`config.mk`:
```
export PLATFORM = sky130hd
export DESIGN_NAME = integer_set_span_tracker_top
export DESIGN_NICKNAME = d
export VERILOG_FILES = /design/src/hdl/ists_pkg.sv /design/src/hdl/integer_set_span_tracker_top.sv /design/src/hdl/ists_store.sv /design/src/hdl/ists_scan.sv
export SDC_FILE = /design/constraint.sdc
export NUM_CORES = 2
export LEC_CHECK = 0
export BUFFER_PORTS_ARGS = -buffer_cell sky130_fd_sc_hd__buf_2
export CAP_MARGIN = 20
export CORE_UTILIZATION = 56
export CTS_BUF_LIST = sky130_fd_sc_hd__clkbuf_16
export DETAILED_ROUTE_END_ITERATION = 10
export GPL_TIMING_DRIVEN = 0
export PLACE_DENSITY = 0.75
export SLEW_MARGIN = 5
export SYNTH_ARGS = -nofsm -noshare
export SYNTH_HDL_FRONTEND = slang
export SYNTH_SLANG_ARGS = --single-unit
```
`constraint.sdc`:
```
create_clock -name clock -period 6.88 [get_ports clock]
set_input_delay 0.344 -clock clock [delete_from_list [all_inputs] [get_ports clock]]
set_output_delay 0.344 -clock clock [all_outputs]
set_load 0.01 [all_outputs]
```
`src/hdl/ists_pkg.sv`:
```
// ists_pkg: shared constants, state codes and control structs
// for the integer set span tracker; no dependencies
package ists_pkg;

   localparam int DEPTH    = 64;
   localparam int ADDR_W   = $clog2(DEPTH);
   localparam int COUNT_W  = 7;
   localparam int VALUE_W  = 32;
   localparam int GAP_W    = VALUE_W + 1;

   localparam logic [COUNT_W-1:0] DEPTH_COUNT  = COUNT_W'(DEPTH);
   localparam logic [COUNT_W-1:0] CAP_RESET    = 7'd64;
   localparam logic [VALUE_W-1:0] SIGN_BIAS    = 32'h8000_0000;
   localparam logic [GAP_W-1:0]   GAP_NONE     = {GAP_W{1'b1}};

   localparam logic STATUS_STORED   = 1'b0;
   localparam logic STATUS_REJECTED = 1'b1;

   typedef enum logic [4:0] {
      S_IDLE   = 5'b00001,
      S_SCAN   = 5'b00010,
      S_GAPS   = 5'b00100,
      S_COMMIT = 5'b01000,
      S_REPORT = 5'b10000
   } state_type;

   typedef struct packed {
      logic               clear;
      logic               data_valid;
      logic [VALUE_W-1:0] key;
   } scan_ctl_type;

   typedef struct packed {
      logic               have_below;
      logic [VALUE_W-1:0] below;
      logic               have_above;
      logic [VALUE_W-1:0] above;
   } scan_res_type;

   function automatic logic [VALUE_W-1:0] order_key(input logic [VALUE_W-1:0] raw);
      return raw ^ SIGN_BIAS;
   endfunction

endpackage

```
`src/hdl/integer_set_span_tracker_top.sv`:
```
// integer_set_span_tracker_top: control sequencer, span registers and ports
// depends on ists_pkg, ists_store, ists_scan
//
// A word offered on req_value is taken when start is high and busy is low.
// Exactly one response word follows per request, shown for one cycle with
// rsp_strobe; the receiver cannot stall it, so it must take every strobe.
// A stored word takes one store read per held entry (held = count before
// the insert) during the neighbor scan, then the gap, commit and report
// states; the next request can be taken in the strobe cycle. A rejected
// word skips the scan and goes straight from idle to the report state. The
// capacity register is written through csr_write_enable/csr_write_data
// and should change only while the block is idle.
module integer_set_span_tracker_top (
   input  logic                          clock,
   input  logic                          reset,
   input  logic                          start,
   output logic                          busy,
   input  logic signed [31:0]            req_value,
   output logic                          rsp_strobe,
   output logic                          rsp_status,
   output logic [6:0]                    rsp_held,
   output logic                          rsp_spans_valid,
   output logic [31:0]                   rsp_shortest_span,
   output logic [31:0]                   rsp_longest_span,
   input  logic                          csr_write_enable,
   input  logic [6:0]                    csr_write_data
);
   import ists_pkg::*;

   state_type           state_ff, state_in;
   logic [COUNT_W-1:0]  count_ff, count_in;
   logic [COUNT_W-1:0]  capacity_ff;
   logic [COUNT_W-1:0]  addr_ff, addr_in;
   logic [VALUE_W-1:0]  value_ff, value_in;
   logic [VALUE_W-1:0]  small_ff, small_in;
   logic [VALUE_W-1:0]  large_ff, large_in;
   logic [GAP_W-1:0]    gap_ff, gap_in;
   logic                status_ff, status_in;
   logic                rd_vld_ff;
   logic                have_below_ff, have_above_ff;
   logic [VALUE_W-1:0]  gap_below_ff, gap_above_ff;
   logic                rsp_strobe_ff;
   logic                rsp_status_ff;
   logic [COUNT_W-1:0]  rsp_held_ff;
   logic                rsp_valid_ff;
   logic [VALUE_W-1:0]  rsp_short_ff;
   logic [VALUE_W-1:0]  rsp_long_ff;

   logic [COUNT_W-1:0]  limit;
   logic                full;
   logic [VALUE_W-1:0]  kv;
   logic                rd_en;
   logic                wr_en;
   logic                rsp_load;
   logic                near_ok;
   logic [VALUE_W-1:0]  near;
   logic                spans_ok;
   logic [VALUE_W-1:0]  rd_data;
   scan_ctl_type        scan_ctl;
   scan_res_type        scan_res;

   ists_store u_store (
      .clock   (clock),
      .wr_en   (wr_en),
      .wr_addr (count_ff[ADDR_W-1:0]),
      .wr_data (value_ff),
      .rd_en   (rd_en),
      .rd_addr (addr_ff[ADDR_W-1:0]),
      .rd_data (rd_data)
   );

   ists_scan u_scan (
      .clock   (clock),
      .reset   (reset),
      .ctl     (scan_ctl),
      .rd_data (rd_data),
      .res     (scan_res)
   );

   assign limit = (capacity_ff < DEPTH_COUNT) ? capacity_ff : DEPTH_COUNT;
   assign full  = (count_ff >= limit);
   assign kv    = order_key(value_ff);

   always_comb begin
      near_ok = have_below_ff | have_above_ff;
      if (have_below_ff && have_above_ff) begin
         near = (gap_below_ff < gap_above_ff) ? gap_below_ff : gap_above_ff;
      end else if (have_below_ff) begin
         near = gap_below_ff;
      end else begin
         near = gap_above_ff;
      end
   end

   always_comb begin
      state_in            = state_ff;
      count_in            = count_ff;
      addr_in             = addr_ff;
      value_in            = value_ff;
      small_in            = small_ff;
      large_in            = large_ff;
      gap_in              = gap_ff;
      status_in           = status_ff;
      rd_en               = 1'b0;
      wr_en               = 1'b0;
      rsp_load            = 1'b0;
      scan_ctl.clear      = 1'b0;
      scan_ctl.data_valid = rd_vld_ff;
      scan_ctl.key        = kv;
      unique case (state_ff)
         S_IDLE: begin
            if (start) begin
               value_in = VALUE_W'(req_value);
               addr_in  = '0;
               if (full) begin
                  status_in = STATUS_REJECTED;
                  state_in  = S_REPORT;
               end else begin
                  status_in      = STATUS_STORED;
                  scan_ctl.clear = 1'b1;
                  state_in       = S_SCAN;
               end
            end
         end
         S_SCAN: begin
            if (addr_ff < count_ff) begin
               rd_en   = 1'b1;
               addr_in = addr_ff + 1'b1;
            end else begin
               state_in = S_GAPS;
            end
         end
         S_GAPS: begin
            state_in = S_COMMIT;
         end
         S_COMMIT: begin
            if (near_ok && {1'b0, near} < gap_ff) begin
               gap_in = {1'b0, near};
            end
            if (count_ff == '0) begin
               small_in = value_ff;
               large_in = value_ff;
            end else begin
               if (kv < order_key(small_ff)) begin
                  small_in = value_ff;
               end
               if (kv > order_key(large_ff)) begin
                  large_in = value_ff;
               end
            end
            wr_en    = 1'b1;
            count_in = count_ff + 1'b1;
            state_in = S_REPORT;
         end
         S_REPORT: begin
            rsp_load = 1'b1;
            state_in = S_IDLE;
         end
         default: begin
            state_in = S_IDLE;
         end
      endcase
   end

   assign spans_ok = (count_ff >= COUNT_W'(2));

   always_ff @(posedge clock) begin
      if (reset) begin
         state_ff      <= S_IDLE;
         count_ff      <= '0;
         capacity_ff   <= CAP_RESET;
         small_ff      <= '0;
         large_ff      <= '0;
         gap_ff        <= GAP_NONE;
         rd_vld_ff     <= 1'b0;
         rsp_strobe_ff <= 1'b0;
      end else begin
         state_ff      <= state_in;
         count_ff      <= count_in;
         small_ff      <= small_in;
         large_ff      <= large_in;
         gap_ff        <= gap_in;
         rd_vld_ff     <= rd_en;
         rsp_strobe_ff <= rsp_load;
         if (csr_write_enable) begin
            capacity_ff <= csr_write_data;
         end
      end
      addr_ff       <= addr_in;
      value_ff      <= value_in;
      status_ff     <= status_in;
      have_below_ff <= scan_res.have_below;
      have_above_ff <= scan_res.have_above;
      gap_below_ff  <= kv - scan_res.below;
      gap_above_ff  <= scan_res.above - kv;
      if (rsp_load) begin
         rsp_status_ff <= status_ff;
         rsp_held_ff   <= count_ff;
         rsp_valid_ff  <= spans_ok;
         rsp_short_ff  <= spans_ok ? gap_ff[VALUE_W-1:0] : '0;
         rsp_long_ff   <= spans_ok ? (order_key(large_ff) - order_key(small_ff)) : '0;
      end
   end

   assign busy              = (state_ff != S_IDLE);
   assign rsp_strobe        = rsp_strobe_ff;
   assign rsp_status        = rsp_status_ff;
   assign rsp_held          = rsp_held_ff;
   assign rsp_spans_valid   = rsp_valid_ff;
   assign rsp_shortest_span = rsp_short_ff;
   assign rsp_longest_span  = rsp_long_ff;

   a_write_in_range: assert property (@(posedge clock) disable iff (reset)
      wr_en |-> (count_ff < DEPTH_COUNT))
      else $error("store write past depth");

   a_commit_reports: assert property (@(posedge clock) disable iff (reset)
      (state_ff == S_COMMIT) |=> ##1 (rsp_strobe && rsp_status == STATUS_STORED
                                      && rsp_held == count_ff))
      else $error("commit not followed by stored response");

   a_invalid_zero: assert property (@(posedge clock) disable iff (reset)
      (rsp_strobe && !rsp_spans_valid) |->
         (rsp_shortest_span == '0 && rsp_longest_span == '0))
      else $error("spans nonzero while invalid");

   a_reject_no_write: assert property (@(posedge clock) disable iff (reset)
      (state_ff == S_IDLE && start && full) |=> (state_ff == S_REPORT && !wr_en
                                                 && $stable(count_ff)))
      else $error("rejected word changed the store");

endmodule

```
`src/hdl/ists_store.sv`:
```
// ists_store: single-port-write, single-port-read number memory,
// registered read data; uses ists_pkg
module ists_store (
   input  logic                          clock,
   input  logic                          wr_en,
   input  logic [ists_pkg::ADDR_W-1:0]   wr_addr,
   input  logic [ists_pkg::VALUE_W-1:0]  wr_data,
   input  logic                          rd_en,
   input  logic [ists_pkg::ADDR_W-1:0]   rd_addr,
   output logic [ists_pkg::VALUE_W-1:0]  rd_data
);
   import ists_pkg::*;

   logic [VALUE_W-1:0] mem [DEPTH];
   logic [VALUE_W-1:0] rd_data_ff;

   always_ff @(posedge clock) begin
      if (wr_en) begin
         mem[wr_addr] <= wr_data;
      end
      if (rd_en) begin
         rd_data_ff <= mem[rd_addr];
      end
   end

   assign rd_data = rd_data_ff;

endmodule

```
`src/hdl/ists_scan.sv`:
```
// ists_scan: nearest smaller-or-equal and larger-or-equal neighbor search,
// one stored word per cycle; uses ists_pkg
module ists_scan (
   input  logic                          clock,
   input  logic                          reset,
   input  ists_pkg::scan_ctl_type        ctl,
   input  logic [ists_pkg::VALUE_W-1:0]  rd_data,
   output ists_pkg::scan_res_type        res
);
   import ists_pkg::*;

   logic               have_below_ff, have_below_in;
   logic               have_above_ff, have_above_in;
   logic [VALUE_W-1:0] below_ff, below_in;
   logic [VALUE_W-1:0] above_ff, above_in;
   logic [VALUE_W-1:0] k;

   always_comb begin
      k             = order_key(rd_data);
      have_below_in = have_below_ff;
      have_above_in = have_above_ff;
      below_in      = below_ff;
      above_in      = above_ff;
      if (ctl.clear) begin
         have_below_in = 1'b0;
         have_above_in = 1'b0;
      end else if (ctl.data_valid) begin
         if (k <= ctl.key && (!have_below_ff || k > below_ff)) begin
            have_below_in = 1'b1;
            below_in      = k;
         end
         if (k >= ctl.key && (!have_above_ff || k < above_ff)) begin
            have_above_in = 1'b1;
            above_in      = k;
         end
      end
   end

   always_ff @(posedge clock) begin
      if (reset) begin
         have_below_ff <= 1'b0;
         have_above_ff <= 1'b0;
      end else begin
         have_below_ff <= have_below_in;
         have_above_ff <= have_above_in;
      end
      below_ff <= below_in;
      above_ff <= above_in;
   end

   assign res.have_below = have_below_ff;
   assign res.below      = below_ff;
   assign res.have_above = have_above_ff;
   assign res.above      = above_ff;

endmodule

```
Word-level counts from Yosys, hierarchy flattened
Memory sizes are Yosys's and may differ from the RTL's. A register that Yosys moved wholly into a read port is not among the register bits.
Cells that the tools add are included.
{ "word_totals": {"regBits": 363, "ramBits": 2048, "in_bits": 43, "output_inout_bits": 75, "wordCells": 105, "mem_count": 1} }
{ "mem_list": {"columns": ["memory", "depth", "width", "rd", "rd_ports_with_merged_regs", "write_ports", "line", "source"], "rows": [
  ["u_store.mem", 64, 32, 1, 1, 1, "ists_store.sv:14", "logic [VALUE_W-1:0] mem [DEPTH];"]
]} }
{ "classes": {"addsub": 5, "order_cmp": 12, "eq_ne": 9, "mux": 25, "n_bitwise": 6, "reduce_logical": 23} }
{ "op_table": {"columns": ["operator", "n"], "rows": [
  ["32-bit 2-to-1 mux", 7],
  ["32-bit < comparator", 3],
  ["32-bit subtractor", 3],
  ["32-bit greater-than comparator", 2],
  ["32-bit by 33-bit < comparator with 1-bit output", 1],
  ["32-bit greater-or-equal comparator", 1],
  ["32-bit less-or-equal comparator", 1],
  ["7-bit 2-to-1 mux", 3],
  ["5-bit one-hot mux with 4 select lines", 1],
  ["5-bit 2-to-1 mux", 3],
  ["7-bit by 1-bit adder with 7-bit output, second input constant", 2],
  ["7-bit one-hot mux with 2 select lines", 1],
  ["2-bit AND reduction", 7],
  ["1-bit 2-to-1 mux", 10],
  ["3-bit AND reduction", 3],
  ["7-bit by 2-bit greater-or-equal comparator with 1-bit output, second input constant", 1],
  ["7-bit greater-or-equal comparator", 1],
  ["7-bit zero test", 1],
  ["7-bit < comparator", 1],
  ["7-bit < comparator, second input constant", 1],
  ["2-bit != test, second input constant", 3],
  ["2-bit nonzero test", 3],
  ["5-bit by 1-bit == test with 1-bit output, second input constant", 1],
  ["5-bit by 2-bit == test with 1-bit output, second input constant", 1],
  ["other kinds (10)", 19]
]} }

Longest topological paths before layout
{ "depth": {"depth_word": 8, "depth_mapped": 23} }

By module
A second synthesis with hierarchy kept.
{ "unflattened": {"hier_cells": 5632, "area_unflattened_um2": 101473.6} }
{ "modules_own_cells": {"columns": ["module", "instances", "cells_each", "area_per_inst_um2"], "rows": [
  ["ists_store", 1, 3324, 78835.6],
  ["integer_set_span_tracker_top", 1, 1886, 18157.4],
  ["ists_scan", 1, 422, 4480.5]
]} }

Least setup slack after synthesis
No wires, ideal clock.
{ "synth_timing": {"path_kind": "register to register", "startpoint": "register value_ff[1]", "endpoint": "register u_scan.below_ff[0], enable pin", "setup_ns": 0.501, "arrival_ns": 6.083, "t_required_ns": 6.379, "setup_slack_ns": 0.295, "stages_incl_launch_ff": 12, "path_buffers": 0, "period_less_slack_ns": 6.585, "cell_sequence": "edfxtp_1 inv_1 ha_1 nor2b_1 o21a_1 o21a_1 o21a_1 o21a_1 o211ai_1 a211o_1 nand3_1 nor4_1"} }
{ "synth_between": {"elab_chain_len": 3} }
{ "synth_rtl": {"columns": ["item", "line", "source"], "rows": [
  ["start, declared", "integer_set_span_tracker_top.sv:34", "logic [VALUE_W-1:0] value_ff, value_in;"],
  ["start signal, assigned", "integer_set_span_tracker_top.sv:190", "value_ff <= value_in;"],
  ["32-bit less-or-equal comparator", "ists_scan.sv:28", "if (k <= ctl.key && (!have_below_ff || k > below_ff)) begin"],
  ["1-bit logical AND", "ists_scan.sv:28", null],
  ["3-bit AND reduction (no line)", null, null],
  ["end signal, assigned", "ists_scan.sv:47", "below_ff <= below_in;"],
  ["end, declared", "ists_scan.sv:14", "logic [VALUE_W-1:0] below_ff, below_in;"]
]} }
No other way between the ends.
A chain may end at the register's enable or synchronous reset.

Worst setup path after layout
{ "layout_timing": {"startpoint": "register gap_above_ff[31]", "endpoint": "register gap_ff[29]"} }
{ "layout_between": {"elab_chain_len": 6, "elab_cells_between_ends": 7, "cone_classes": "order compare: 2; mux: 3; reduce/logical: 2"} }
{ "layout_rtl": {"columns": ["item", "line", "source"], "rows": [
  ["start, declared", "integer_set_span_tracker_top.sv:41", "logic [VALUE_W-1:0] gap_below_ff, gap_above_ff;"],
  ["start signal, assigned", "integer_set_span_tracker_top.sv:195", "gap_above_ff <= scan_res.above - kv;"],
  ["32-bit < comparator", "integer_set_span_tracker_top.sv:87", "near = (gap_below_ff < gap_above_ff) ? gap_below_ff : gap_above_ff;"],
  ["32-bit 2-to-1 mux", "integer_set_span_tracker_top.sv:87", null],
  ["32-bit 2-to-1 mux", "integer_set_span_tracker_top.sv:86", "if (have_below_ff && have_above_ff) begin"],
  ["named net near[30]", "integer_set_span_tracker_top.sv:56", "logic [VALUE_W-1:0] near;"],
  ["32-bit by 33-bit < comparator with 1-bit output", "integer_set_span_tracker_top.sv:137", "if (near_ok && {1'b0, near} < gap_ff) begin"],
  ["1-bit logical AND", "integer_set_span_tracker_top.sv:137", null],
  ["2-bit AND reduction (no line)", null, null],
  ["end signal, assigned", "integer_set_span_tracker_top.sv:182", "gap_ff <= gap_in;"],
  ["end, declared", "integer_set_span_tracker_top.sv:37", "logic [GAP_W-1:0] gap_ff, gap_in;"]
]} }
The timed path passes the listed nets, and every way through them passes these cells.

==> results.md <==
* Reg2reg path depth at 22
* Slew Viols, Final at 0
* Switching part of the total power at 26.7%
* Die Y at 429 um
* Remaining DRCs at 0
* Worst skew pair latency at 0.89 ns
* CTS H-tree depth at 4
* Largest regs: u_store.mem: 2048 flops, gap_ff: 33 flops
* Synth top area share at 66.4%
* # clock sinks at 2443
* Synth Warn # at 0
* Unique masters post-synth at 81
* Sw power at 9.38 mW
* Number of I/O port buffers at 116
* Core area at 0.181 mm^2
* Biggest register: u_store.mem
* Starting DRT DRC Count at 7852
* Reg2reg setup slack at about 1.4 ns
* Ys flop type: edfxtp_1
* Measured slew at the worst slew-check pin at 1.20 ns
* Drt pass-1 iters at 6
* TNS Setup at 0 ns
* Util after Layout at between 60% and 70%
* Post-Syn Nets at 5849
* Crit. End Element: flip-flop
* Setup CP Type: flip-flop to flip-flop
* Vias in the first global route at between 50000 and 60000
* Hold Path Depth at 3
* # IOs at 118
* Max Clock Freq at roughly 0.18 GHz
* Clk buf depth at 3
* Layout cells sized above 1 at about a quarter
* Root Buffer: clkbuf_16
* Static Leak at 40.4 nW
* Wirelength per Cell at 33.7 um
* Pwr Density at 298 mW/mm^2
* Via-to-Cell Ratio at roughly 6.7
* Worst VDD drop at around 350 uV
* Critical Path RT at 7.64 ns
* Commonest cells in the netlist: edfxtp_1 (2257), mux4_2 (672), ha_1 (330)
* Post-DP Area at approximately 0.11 mm^2
* Top cells by area, synth: edfxtp_1 (66%), mux4_2 (15%), ha_1 (4.0%)
* Headroom to the max-slew limit at 20.0%
* Arr. time, crit path at roughly 6.3 ns
* Syn Area/Cell at 18.6 um^2
* Clock Power Share at 35.3%
* Cell internal pwr at 25.8 mW
* Origin of the critical flop-to-flop path: gap_above_ff[31]
* Tcrit/Tclk final at 80.1%
* RePlAce Congestion at 0.894
* Post-Layout Inst Area at 0.118 mm^2
* Worst Hold End: state_ff[4]
* HP Start: start
* First-pass GRT wire length at 409 mm
* Maxcap violations at 0
* Setup violations, final at 0
* TritonCTS clock tree: built
* Synthesized cell area at 0.102 mm^2
* Layout Skew at roughly 0.067 ns
* Fin nets at 6427
* Yosys reg bits at 2443
* Remaining global-route overflow at 0
* Die Span X at between 400 and 500 um
* Largest net degree at the start of global routing at 37
* Number of synthesized flops with an enable pin at 2257
* Most frequent cell after synthesis: edfxtp_1
* Crit-path max FO at 10
* Post-synth ARST share at 0%
* Share of total power in combinational logic at 17.1%
* Number of flip-flops in the largest register at between 2000 and 2500
* Seq/Total Area, Yosys at 70.1%
* RSZ-0062 raised after global routing: no
* Syn Inst Count at 5473
* Final HPWL DP at around 190 mm
* Initial antenna violation count at 28
* # rows at ~160
* Worst min path class: input pin to flip-flop
* Outcome: completed
* Clock-pin slew on the worst setup and hold paths at roughly 0.060 ns
* Vias at between 50000 and 60000
* Total track usage at approximately a third
* Starting Density at ~56%
* Final hold vios at 0
* Total CTS buffers at 227
* Synthesis-to-finish area growth at 15.8%
* Yosys top cell by area: edfxtp_1
* Routed Antenna Nets at 0
* Reg-to-reg endpoint: gap_ff[29]
* Wirelength, routed at 290 mm
* Startpoint types: flip-flop
* Seq pwr share at 47.6%
* Final Critical Period at ~5.5 ns
* Die area at 0.184 mm^2
-- worst max path at each step --
stage	startpoint	end	slack, ns	cells past startpoint
after detailed placement	gap_above_ff[31]	gap_ff[22]	1.41	22
final	gap_above_ff[31]	gap_ff[29]	1.37	22
after CTS	gap_above_ff[31]	gap_ff[23]	1.40	22
after global routing	gap_above_ff[31]	gap_ff[25]	1.05	22
after global placement	value_ff[24]	u_scan.below_ff[2]	-3.04	9
after floorplan	value_ff[1]	u_scan.below_ff[0]	0.30	11
-- power by group through the flow --
stage          combinational, mW  clock (mW)  sequential (mW)
2_1_floorplan               3.13           0             17.1
4_1_cts                     5.84        12.4             16.7
3_3_place_gp                4.88           0             17.4
5_1_grt                     6.15        13.0             16.7
3_5_place_dp                5.66           0             17.1
6_report                    5.99        12.4             16.7
-- layer usage --
metal / global-route usage [%] / wire (um) / share of wire [%] / vias to the layer above
li1: - / - / - / 23300
met1: 39.4 / 100000 / 34 / 29300
met2: 51.2 / 139000 / 48 / 4008
met3: 7.81 / 32200 / 11 / 858
met4: 16.9 / 18300 / 6.3 / 34
met5: 0 / 241 / 0.083 / -
-- area by class of cell --
class / count / area [um^2]
clock buffer: 229 / 5730
fill: 11400 / 62800
antenna: 6 / 15.0
clock inverter: 199 / 1570
sequential: 2443 / 71500
timing repair buffer: 349 / 5300
inverter: 267 / 1000
tap: 2370 / 2970
buffer: 230 / 998
multi-input combinational: 2533 / 29100
-- critical path, cell delays in order (launching register included) --
cell      delay, ns
dfxtp_1        0.32
inv_1          0.04
ha_1           0.32
a21oi_1        0.15
o21ai_1        0.10
a22oi_1        0.27
nand4_1        0.24
a2111o_1       0.46
and2_1         0.18
buf_6          0.13
buf_6          0.16
mux2_4         0.32
ha_1           0.29
nand4b_1       0.18
nor4_2         0.10
nand3_1        0.13
or3_1          0.17
nor2_1         0.05
or4_1          0.54
nor4_2         0.45
clkbuf_1       0.48
a21oi_1        0.15
o21ai_1        0.15
-- what timing repair did --
item                                   in CTS  in global routing
hold buffers                               48                  0
endpoints found under the hold margin      41                  0
gates resized for setup                     0                  0
buffers inserted                            0                  0
-- through the flow --
step                      hold slack [ns]  setup WS (ns)  instances  power, mW
after floorplan                     0.345          0.295       5473       20.2
after global placement              0.420          -3.04       7959       22.3
after detailed placement            0.412           1.41       8133       22.7
after CTS                          0.0646           1.40       8609       35.0
after global routing                0.118           1.05       8622       35.9
final                               0.152           1.37       8626       35.1
-- layout by cell type, fill, tap and decap left out, types with 66 or more instances in the layout --
master,n
mux4_2,672
nand3_1,82
ha_1,330
buf_16,111
nand2_1,166
edfxtp_1,2257
dfxtp_1,186
nand4_1,71
o21ai_0,66
inv_1,315
a21oi_1,164
clkbuf_16,229
nor2_1,201
clkbuf_1,125
buf_2,185
a21o_1,103
-- cells by family (layout without fill, tap and decap cells) --
logic type	Yosys count	after routing	share of synthesized area (%)
flip-flops	2443	2443	70.1
XOR/XNOR	79	79	0.678
multiplexers	737	737	15.6
adder cells (fa/ha/maj)	333	333	4.10
AO/OA/AOI/OAI	553	553	3.50
other	0	6	0
buffers and inverters	497	1274	1.96
AND/OR/NAND/NOR	831	831	4.09
No activity file was read; power rests on OpenSTA's default activity.
